### config.mk
export PLATFORM = sky130hd
export DESIGN_NAME = lcg48_random_generator
export DESIGN_NICKNAME = d
export VERILOG_FILES = /design/src/hdl/lcg_pkg.sv /design/src/hdl/lcg_alu.sv /design/src/hdl/lcg_core.sv /design/src/hdl/lcg48_random_generator.sv
export SDC_FILE = /design/constraint.sdc
export NUM_CORES = 1
export LEC_CHECK = 0
export ABC_AREA = 1
export BUFFER_PORTS_ARGS = -buffer_cell sky130_fd_sc_hd__buf_2
export CAP_MARGIN = 5
export CORE_MARGIN = 8
export CORE_UTILIZATION = 25
export DETAILED_ROUTE_END_ITERATION = 12
export PLACE_DENSITY = 0.43
export SKIP_CTS_REPAIR_TIMING = 1
export SLEW_MARGIN = 30
export SYNTH_ARGS = -nofsm -noshare
export SYNTH_HDL_FRONTEND = slang
export SYNTH_HIERARCHICAL = 1
export SYNTH_SLANG_ARGS = --single-unit
### constraint.sdc
create_clock -name i_clk -period 9.4 [get_ports i_clk]
set_clock_uncertainty 0.2 [all_clocks]
set_input_delay 1.41 -clock i_clk [delete_from_list [all_inputs] [get_ports i_clk]]
set_output_delay 1.41 -clock i_clk [all_outputs]
set_load 0.005 [all_outputs]
### src/hdl/lcg_pkg.sv
package lcg_pkg;

    // generator constants
    localparam int STATE_W   = 48;
    localparam int WORD_W    = 32;
    localparam int MULT_BITS = 35;
    localparam logic [MULT_BITS-1:0] LCG_MULT = 35'h5DEECE66D;
    localparam logic [STATE_W-1:0]   LCG_INC  = 48'd11;

    // request actions
    localparam logic [2:0] ACT_WORD   = 3'd0;
    localparam logic [2:0] ACT_MODULO = 3'd1;
    localparam logic [2:0] ACT_RANGE  = 3'd2;
    localparam logic [2:0] ACT_LONG   = 3'd3;
    localparam logic [2:0] ACT_SHORT  = 3'd4;
    localparam logic [2:0] ACT_BYTE   = 3'd5;
    localparam logic [2:0] ACT_BIT    = 3'd6;
    localparam logic [2:0] ACT_RELOAD = 3'd7;

    // shared adder operations
    localparam logic [1:0] ALU_MUL   = 2'd0;
    localparam logic [1:0] ALU_INC   = 2'd1;
    localparam logic [1:0] ALU_DIV   = 2'd2;
    localparam logic [1:0] ALU_ADDLO = 2'd3;

    // operands offered to the shared adder
    typedef struct packed {
        logic [STATE_W-1:0] acc;
        logic [STATE_W-1:0] gen;
        logic               mult_bit;
        logic [WORD_W:0]    partial;
        logic [WORD_W-1:0]  divisor;
        logic [WORD_W-1:0]  rem;
        logic [WORD_W-1:0]  low;
    } t_alu_operands;

    // core status toward the output stage
    typedef struct packed {
        logic busy;
        logic done;
    } t_core_status;

endpackage

### src/hdl/lcg_alu.sv
module lcg_alu (
    input  logic [1:0]                  i_op,
    input  lcg_pkg::t_alu_operands      i_opnd,
    output logic [lcg_pkg::STATE_W:0]   o_sum
);

    logic [lcg_pkg::STATE_W-1:0] w_a;
    logic [lcg_pkg::STATE_W-1:0] w_b;
    logic                        w_cin;

    // operand selection per operation
    always_comb begin
        w_a   = '0;
        w_b   = '0;
        w_cin = 1'b0;
        unique case (i_op)
            lcg_pkg::ALU_MUL: begin
                // horner step: acc*2 + (multiplier bit ? state : 0)
                w_a = {i_opnd.acc[lcg_pkg::STATE_W-2:0], 1'b0};
                w_b = i_opnd.mult_bit ? i_opnd.gen : '0;
            end
            lcg_pkg::ALU_INC: begin
                w_a = i_opnd.acc;
                w_b = lcg_pkg::LCG_INC;
            end
            lcg_pkg::ALU_DIV: begin
                // trial subtract, carry out set when partial >= divisor
                w_a   = {{(lcg_pkg::STATE_W-lcg_pkg::WORD_W-1){1'b0}}, i_opnd.partial};
                w_b   = ~{{(lcg_pkg::STATE_W-lcg_pkg::WORD_W){1'b0}}, i_opnd.divisor};
                w_cin = 1'b1;
            end
            lcg_pkg::ALU_ADDLO: begin
                w_a = {{(lcg_pkg::STATE_W-lcg_pkg::WORD_W){1'b0}}, i_opnd.rem};
                w_b = {{(lcg_pkg::STATE_W-lcg_pkg::WORD_W){1'b0}}, i_opnd.low};
            end
            default: begin
                w_a = '0;
            end
        endcase
    end

    // the one shared adder
    assign o_sum = {1'b0, w_a} + {1'b0, w_b} + {{lcg_pkg::STATE_W{1'b0}}, w_cin};

endmodule

### src/hdl/lcg_core.sv
module lcg_core (
    input  logic                        i_clk,
    input  logic                        i_rst_n,
    input  logic                        i_start,
    input  logic [2:0]                  i_action,
    input  logic [31:0]                 i_modulus,
    input  logic [31:0]                 i_low_bound,
    input  logic [31:0]                 i_high_bound,
    input  logic                        i_seed_we,
    input  logic [47:0]                 i_seed_value,
    input  logic                        i_take,
    output lcg_pkg::t_core_status       o_status,
    output logic [63:0]                 o_value,
    output logic                        o_error
);

    localparam logic [2:0] S_IDLE  = 3'd0;
    localparam logic [2:0] S_MUL   = 3'd1;
    localparam logic [2:0] S_INC   = 3'd2;
    localparam logic [2:0] S_DIV   = 3'd3;
    localparam logic [2:0] S_ADDLO = 3'd4;
    localparam logic [2:0] S_DONE  = 3'd5;

    localparam logic [5:0] MUL_LAST = 6'(lcg_pkg::MULT_BITS - 1);
    localparam logic [5:0] DIV_LAST = 6'(lcg_pkg::WORD_W - 1);

    logic [2:0]  r_st,     n_st;
    logic [47:0] r_seed,   n_seed;
    logic [47:0] r_gen,    n_gen;
    logic [47:0] r_acc,    n_acc;
    logic [2:0]  r_act,    n_act;
    logic [31:0] r_div,    n_div;
    logic [31:0] r_lo,     n_lo;
    logic [5:0]  r_cnt,    n_cnt;
    logic [31:0] r_first,  n_first;
    logic        r_second, n_second;
    logic [31:0] r_word,   n_word;
    logic [31:0] r_rem,    n_rem;
    logic [63:0] r_value,  n_value;
    logic        r_error,  n_error;

    logic [1:0]               w_op;
    lcg_pkg::t_alu_operands   w_opnd;
    logic [48:0]              w_sum;
    logic [31:0]              w_span;
    logic [32:0]              w_partial;
    logic [31:0]              w_rem_next;
    logic [47:0]              w_new_gen;

    // span of the range action, 32-bit wrap
    assign w_span    = i_high_bound - i_low_bound + 32'd1;
    assign w_partial = {r_rem, r_word[31]};
    assign w_new_gen = w_sum[47:0];

    // operand set for the shared adder
    always_comb begin
        w_opnd.acc      = r_acc;
        w_opnd.gen      = r_gen;
        w_opnd.mult_bit = lcg_pkg::LCG_MULT[r_cnt];
        w_opnd.partial  = w_partial;
        w_opnd.divisor  = r_div;
        w_opnd.rem      = r_rem;
        w_opnd.low      = r_lo;
        unique case (r_st)
            S_INC:   w_op = lcg_pkg::ALU_INC;
            S_DIV:   w_op = lcg_pkg::ALU_DIV;
            S_ADDLO: w_op = lcg_pkg::ALU_ADDLO;
            default: w_op = lcg_pkg::ALU_MUL;
        endcase
    end

    lcg_alu u_alu (
        .i_op   (w_op),
        .i_opnd (w_opnd),
        .o_sum  (w_sum)
    );

    // restoring divider step: keep the difference when no borrow
    assign w_rem_next = w_sum[48] ? w_sum[31:0] : w_partial[31:0];

    // sequencer
    always_comb begin
        n_st     = r_st;
        n_seed   = r_seed;
        n_gen    = r_gen;
        n_acc    = r_acc;
        n_act    = r_act;
        n_div    = r_div;
        n_lo     = r_lo;
        n_cnt    = r_cnt;
        n_first  = r_first;
        n_second = r_second;
        n_word   = r_word;
        n_rem    = r_rem;
        n_value  = r_value;
        n_error  = r_error;
        unique case (r_st)
            S_IDLE: begin
                if (i_start) begin
                    n_act    = i_action;
                    n_lo     = i_low_bound;
                    n_div    = (i_action == lcg_pkg::ACT_MODULO) ? i_modulus : w_span;
                    n_second = 1'b0;
                    n_error  = 1'b0;
                    n_value  = '0;
                    if (i_action == lcg_pkg::ACT_RELOAD) begin
                        n_gen = r_seed;
                        n_st  = S_DONE;
                    end else begin
                        n_acc = '0;
                        n_cnt = MUL_LAST;
                        n_st  = S_MUL;
                    end
                end
            end
            S_MUL: begin
                n_acc = w_sum[47:0];
                if (r_cnt == 6'd0) begin
                    n_st = S_INC;
                end else begin
                    n_cnt = r_cnt - 6'd1;
                end
            end
            S_INC: begin
                n_gen = w_new_gen;
                n_st  = S_DONE;
                case (r_act)
                    lcg_pkg::ACT_LONG: begin
                        if (!r_second) begin
                            n_first  = w_new_gen[47:16];
                            n_second = 1'b1;
                            n_acc    = '0;
                            n_cnt    = MUL_LAST;
                            n_st     = S_MUL;
                        end else begin
                            n_value = {r_first, w_new_gen[47:16]};
                        end
                    end
                    lcg_pkg::ACT_MODULO, lcg_pkg::ACT_RANGE: begin
                        if (r_div == 32'd0) begin
                            n_error = 1'b1;
                        end else begin
                            n_word = w_new_gen[47:16];
                            n_rem  = '0;
                            n_cnt  = DIV_LAST;
                            n_st   = S_DIV;
                        end
                    end
                    lcg_pkg::ACT_SHORT: n_value = {48'd0, w_new_gen[47:32]};
                    lcg_pkg::ACT_BYTE:  n_value = {56'd0, w_new_gen[47:40]};
                    lcg_pkg::ACT_BIT:   n_value = {63'd0, w_new_gen[24]};
                    default:            n_value = {32'd0, w_new_gen[47:16]};
                endcase
            end
            S_DIV: begin
                n_rem  = w_rem_next;
                n_word = {r_word[30:0], 1'b0};
                if (r_cnt == 6'd0) begin
                    if (r_act == lcg_pkg::ACT_MODULO) begin
                        n_value = {32'd0, w_rem_next};
                        n_st    = S_DONE;
                    end else begin
                        n_st = S_ADDLO;
                    end
                end else begin
                    n_cnt = r_cnt - 6'd1;
                end
            end
            S_ADDLO: begin
                n_value = {32'd0, w_sum[31:0]};
                n_st    = S_DONE;
            end
            S_DONE: begin
                if (i_take) begin
                    n_st = S_IDLE;
                end
            end
            default: begin
                n_st = S_IDLE;
            end
        endcase
        // seed write reloads the generator
        if (i_seed_we) begin
            n_seed = i_seed_value;
            n_gen  = i_seed_value;
        end
    end

    // control and generator state
    always_ff @(posedge i_clk) begin
        if (!i_rst_n) begin
            r_st   <= S_IDLE;
            r_seed <= '0;
            r_gen  <= '0;
        end else begin
            r_st   <= n_st;
            r_seed <= n_seed;
            r_gen  <= n_gen;
        end
    end

    // working registers
    always_ff @(posedge i_clk) begin
        r_acc    <= n_acc;
        r_act    <= n_act;
        r_div    <= n_div;
        r_lo     <= n_lo;
        r_cnt    <= n_cnt;
        r_first  <= n_first;
        r_second <= n_second;
        r_word   <= n_word;
        r_rem    <= n_rem;
        r_value  <= n_value;
        r_error  <= n_error;
    end

    assign o_status.busy = (r_st != S_IDLE);
    assign o_status.done = (r_st == S_DONE);
    assign o_value       = r_value;
    assign o_error       = r_error;

endmodule

### src/hdl/lcg48_random_generator.sv
// 48-bit linear congruential random generator.
// Input channel: i_valid / o_stall with i_action and its operands; a transfer
// happens on a rising edge with i_valid high and o_stall low. One request is
// processed at a time; o_stall stays high from the transfer until the result
// has been handed to the output register.
// Output channel: o_valid / i_stall with o_value and o_error. The output
// register holds the result until the receiver takes it, and the next request
// may be accepted while it waits.
// Configuration: i_seed_we writes i_seed_value, which also loads the state.
// After the input transfer: reload copies the seed into the state; word, short,
// byte and bit take one state advance; modulo adds a division, range a division
// and the low-bound add, long two advances (zero divisor or span ends after the
// advance). Each state advance is a 35-step bit-serial multiply plus an
// increment step, and modulo/range add a 32-step restoring division, all through
// one shared 48-bit adder; o_stall falls in the same cycle as o_valid rises.
// A stalled receiver holds the finished result in the core until the output
// register frees up.
// Reset (synchronous, active low) clears seed and state to zero and empties
// the output register.
module lcg48_random_generator (
    input  logic               i_clk,
    input  logic               i_rst_n,
    input  logic               i_valid,
    output logic               o_stall,
    input  logic [2:0]         i_action,
    input  logic [31:0]        i_modulus,
    input  logic signed [31:0] i_low_bound,
    input  logic signed [31:0] i_high_bound,
    output logic               o_valid,
    input  logic               i_stall,
    output logic [63:0]        o_value,
    output logic               o_error,
    input  logic               i_seed_we,
    input  logic [47:0]        i_seed_value
);

    lcg_pkg::t_core_status w_status;
    logic [63:0]           w_value;
    logic                  w_error;
    logic                  w_start;
    logic                  w_take;

    logic        r_out_valid;
    logic [63:0] r_out_value;
    logic        r_out_error;

    assign w_start = i_valid && !w_status.busy;
    assign w_take  = w_status.done && (!r_out_valid || !i_stall);

    lcg_core u_core (
        .i_clk        (i_clk),
        .i_rst_n      (i_rst_n),
        .i_start      (w_start),
        .i_action     (i_action),
        .i_modulus    (i_modulus),
        .i_low_bound  (i_low_bound),
        .i_high_bound (i_high_bound),
        .i_seed_we    (i_seed_we),
        .i_seed_value (i_seed_value),
        .i_take       (w_take),
        .o_status     (w_status),
        .o_value      (w_value),
        .o_error      (w_error)
    );

    // output register valid
    always_ff @(posedge i_clk) begin
        if (!i_rst_n) begin
            r_out_valid <= 1'b0;
        end else if (w_take) begin
            r_out_valid <= 1'b1;
        end else if (!i_stall) begin
            r_out_valid <= 1'b0;
        end
    end

    // output register payload
    always_ff @(posedge i_clk) begin
        if (w_take) begin
            r_out_value <= w_value;
            r_out_error <= w_error;
        end
    end

    assign o_stall = w_status.busy;
    assign o_valid = r_out_valid;
    assign o_value = r_out_value;
    assign o_error = r_out_error;

endmodule

==> impl_metrics.yaml <==
placed_design:
  gp_routability_congestion: 0.969
  numPlacedInstances: 4716
  estimated_wirelength_of_the_detail_placed_design_um: 84300
  io_buffer_count: 218
setup_path:
  worst_ep_required_time_ps: 9550
  crit-reg2reg-launch: "u_core/r_st[0]"
  crit_type: "flip-flop to flip-flop"
  element_type_at_the_critical_path_start: "flip-flop"
  crit_end_element: "flip-flop"
  cp-startpoint: "u_core/r_st[0]"
  crit_fanout: 32
  crit_arrival_ps: 7100
floorplanning:
  pin_count: 219
  area_of_the_die_um2: 116000
  std_cell_rows: 119
  initial_core_util_pct: 25.1
  core_um2: 105000
  die_w_um: 340
  die_height_um: 340
timing:
  timing.max_slew.rel_slack_pct: 31.9
  finalSetupTns_ps: 0
  report.final.setup_viol: 0
  layout_min_cycle_time_ps: 6950
  fmax_mhz: 144
  layout_worst_path_cycle_share_pct: 73.9
  maxSlewViolCount: 0
  timing.final.hold_violations: 0
  least_margin_pin_slew_ps: 1020
  rsz0062_at_grt: "no"
clocking:
  worst_skew_pair.late_latency_ps: 640
  tritoncts.num_buffers: 53
  clock_sink_count: 449
  clock_path_buffers: 3
  htree_num_levels: 2
  cts_tree: "yes"
  clock_slew_at_the_register_clock_pins_of_the_worst_setup_and_hold_paths_ps: 70
  cts.root.buffer_cell: "clkbuf_16"
yosys:
  share_of_the_synthesized_area_in_the_top_cell_type_pct: 39.8
  yosys-top-cells-count: "nand2_1 (899), inv_1 (458), edfxtp_1 (348)"
  synth.yosys.seq_area_share_pct: 47.6
  synthesis.area_um2: 26200
  postSynthRegisterBits: 449
  postSynth.topFlopCell: "edfxtp_1"
  synthesis.instances: 3196
  synthesis.yosys.warnings: 6
  post_synth_edffs: 348
  synth.net_count: 3463
  synthMostInstantiatedCell: "nand2_1"
  synth.distinct_cells: 52
  synth_async_sr_flop_share_pct: 0
  synth_area_leaders: "edfxtp_1 (40%), nand2_1 (13%), dfxtp_1 (7.7%)"
  netlist.top_cell.by_area: "edfxtp_1"
  avgSynthCellArea_um2: 8.21
final_layout:
  nets: 3649
  fin_util_pct: 29.3
  layout.area.seq_um2: 12500
  syn_to_final_growth_pct: 17.0
  nFillCells: 11400
  area_of_combinational_cells_with_multiple_inputs_um2: 11500
  finalNonFillerCells: 4818
  post_route_cells_drive_above_1_share_pct: 14.4
worst_hold_path:
  path_category_of_the_worst_min_delay_check: "flip-flop to flip-flop"
  holdCritStartpoint: "u_core/o_value[31]"
power_and_ir_drop:
  clock_power_share_pct: 18.2
  power.density_nw_per_um2: 380
  netSwitchingPower_mw: 5.94
  largest_vdd_supply_drop_mv: 0.157
  power.static_leakage_nw: 13.3
  internal-power_mw: 5.72
  p_sw_share_pct: 50.9
  seq_power_share_pct: 27.9
  combinational_power_share_pct: 53.9
grt:
  grtUsageTotal_pct: 17.7
  grt_first_pass_wirelength_um: 154000
  grt_pass1_vias: 22300
  grt_antenna_before_repair: 2
  globalRoute.totalOverflow: 0
  grt_max_degree: 84
routing:
  final_antenna_net_count: 0
  routed_wl_um: 107000
  routed-via-count: 22800
  route.detailed.wl_per_inst_um: 22.2
  drt_first_pass_iters: 6
  drt_iter0_markers: 1829
  remaining_drc_errors: 0
  route.detailed.vias_per_inst: 4.74
status:
  outcome: "completed"
job:
  max_cap_violations: 0
[per-stage QoR]
stage | worst slack [ps] | power [mW] | area (µm²) | hold WS, ps
global placement | 2630 | 9.54 | 28800 | 204
floorplan | 2430 | 6.73 | 26200 | 200
global route | 2110 | 12.3 | 30700 | 216
detailed placement | 2620 | 9.49 | 28800 | 205
CTS | 2600 | 11.6 | 30600 | 201
finish | 2450 | 11.7 | 30700 | 202
[worst max-delay path: stages (launching register included)]
cell      delay (ps)
dfxtp_1          420
inv_2            120
nor3_4           160
buf_4            260
inv_1            130
nand2_1          500
inv_2            310
nor2_4           670
buf_4            380
a221oi_1         120
o21ai_0          150
ha_1             330
nand2_1          200
nor2_1           340
nand2_1           90
nand2_1          140
inv_1             50
nand2_1          100
nand2_1           90
nand2_1          120
nand2_1           60
nand2_1           80
buf_4            470
mux2_2           400
nand2_1           60
inv_1             80
a221oi_1         400
o21ai_0          170
[cell usage in the layout (no fill, tap or decap), types with 4 or more instances in the layout]
master,synthesis,routed
a211oi_1,11,11
a21boi_0,5,5
a21o_1,11,11
a21oi_1,169,167
a221oi_1,52,52
a22oi_1,17,17
a31oi_1,43,43
buf_2,27,218
buf_4,3,32
clkbuf_1,73,7
clkbuf_16,0,55
clkbuf_8,0,12
clkinv_1,0,8
clkinv_2,0,4
dfxtp_1,101,100
edfxtp_1,348,348
ha_1,112,112
inv_1,458,456
inv_2,20,22
mux2_2,32,32
nand2_1,899,898
nand2_2,24,25
nand3_1,96,95
nand3_2,11,12
nand4_1,22,22
nor2_1,266,263
nor2_2,31,32
nor2_4,8,10
nor3_1,20,17
nor3_2,4,6
o2111ai_1,7,7
o211ai_1,32,32
o21ai_0,138,138
o21ai_1,14,14
o21bai_1,7,7
o221ai_1,26,26
o22ai_1,20,20
o31ai_1,6,6
or2_2,8,8
xor2_1,33,33
[per-layer routing]
layer | vias up | GRT usage, % | wire length, µm
met1 | 10800 | 23.6 | 47400
met3 | 172 | 2.33 | 6000
li1 | 11000 | - | -
met5 | - | 0 | 12
met2 | 789 | 29.3 | 49400
met4 | 2 | 6.34 | 4200
[area by class of cell]
type,count,area share (%)
Antenna cell,1,0.00815
Clock buffer,75,5.13
Clock inverter,24,0.762
Inverter,478,5.84
Multi-Input combinational cell,2148,37.4
Sequential cell,449,40.6
Tap cell,1391,5.67
Timing Repair Buffer,252,4.52
[registers in the layout, indices dropped and copies added, names as in the netlist]
name             cells
u_core/r_first      32
u_core/r_rem        32
u_core/w_opnd        1
o_error              1
u_core/r_acc        48
u_core/r_seed       48
u_core/r_div        32
o_value             64
u_core/r_word       32
u_core/o_error       1
u_core/o_value      64
u_core/r_act         3
u_core/r_st          3
o_valid              1
u_core/r_gen        48
u_core/r_second      1
u_core/r_cnt         6
u_core/r_lo         32
[path summary, 6_finish.rpt]
check | to | slack (ps) | cells past startpoint
setup / recovery | u_core/o_value[13] | 2450 | 27
hold reg to reg | o_value[31] | 200 | 0
hold / removal | o_value[31] | 200 | 0
setup reg to reg | u_core/o_value[13] | 2450 | 27
[kinds of logic after synthesis]
family	after synthesis	share of synthesized area, %
simple gates	1402	22.2
mux	32	1.37
xor+xnor	36	1.20
buf+inv	599	8.89
compound gates	563	13.2
flops	449	47.6
fa+ha+maj	115	5.57
[power groups by stage]
stage / clock network, mW / logic [mW] / registers, mW
6_report: 2.12 / 6.29 / 3.25
5_1_grt: 2.24 / 6.73 / 3.29
4_1_cts: 2.17 / 6.21 / 3.26
3_5_place_dp: 0 / 6.19 / 3.30
3_3_place_gp: 0 / 6.24 / 3.30
2_1_floorplan: 0 / 3.54 / 3.19
(Power assumes the default switching activity.)
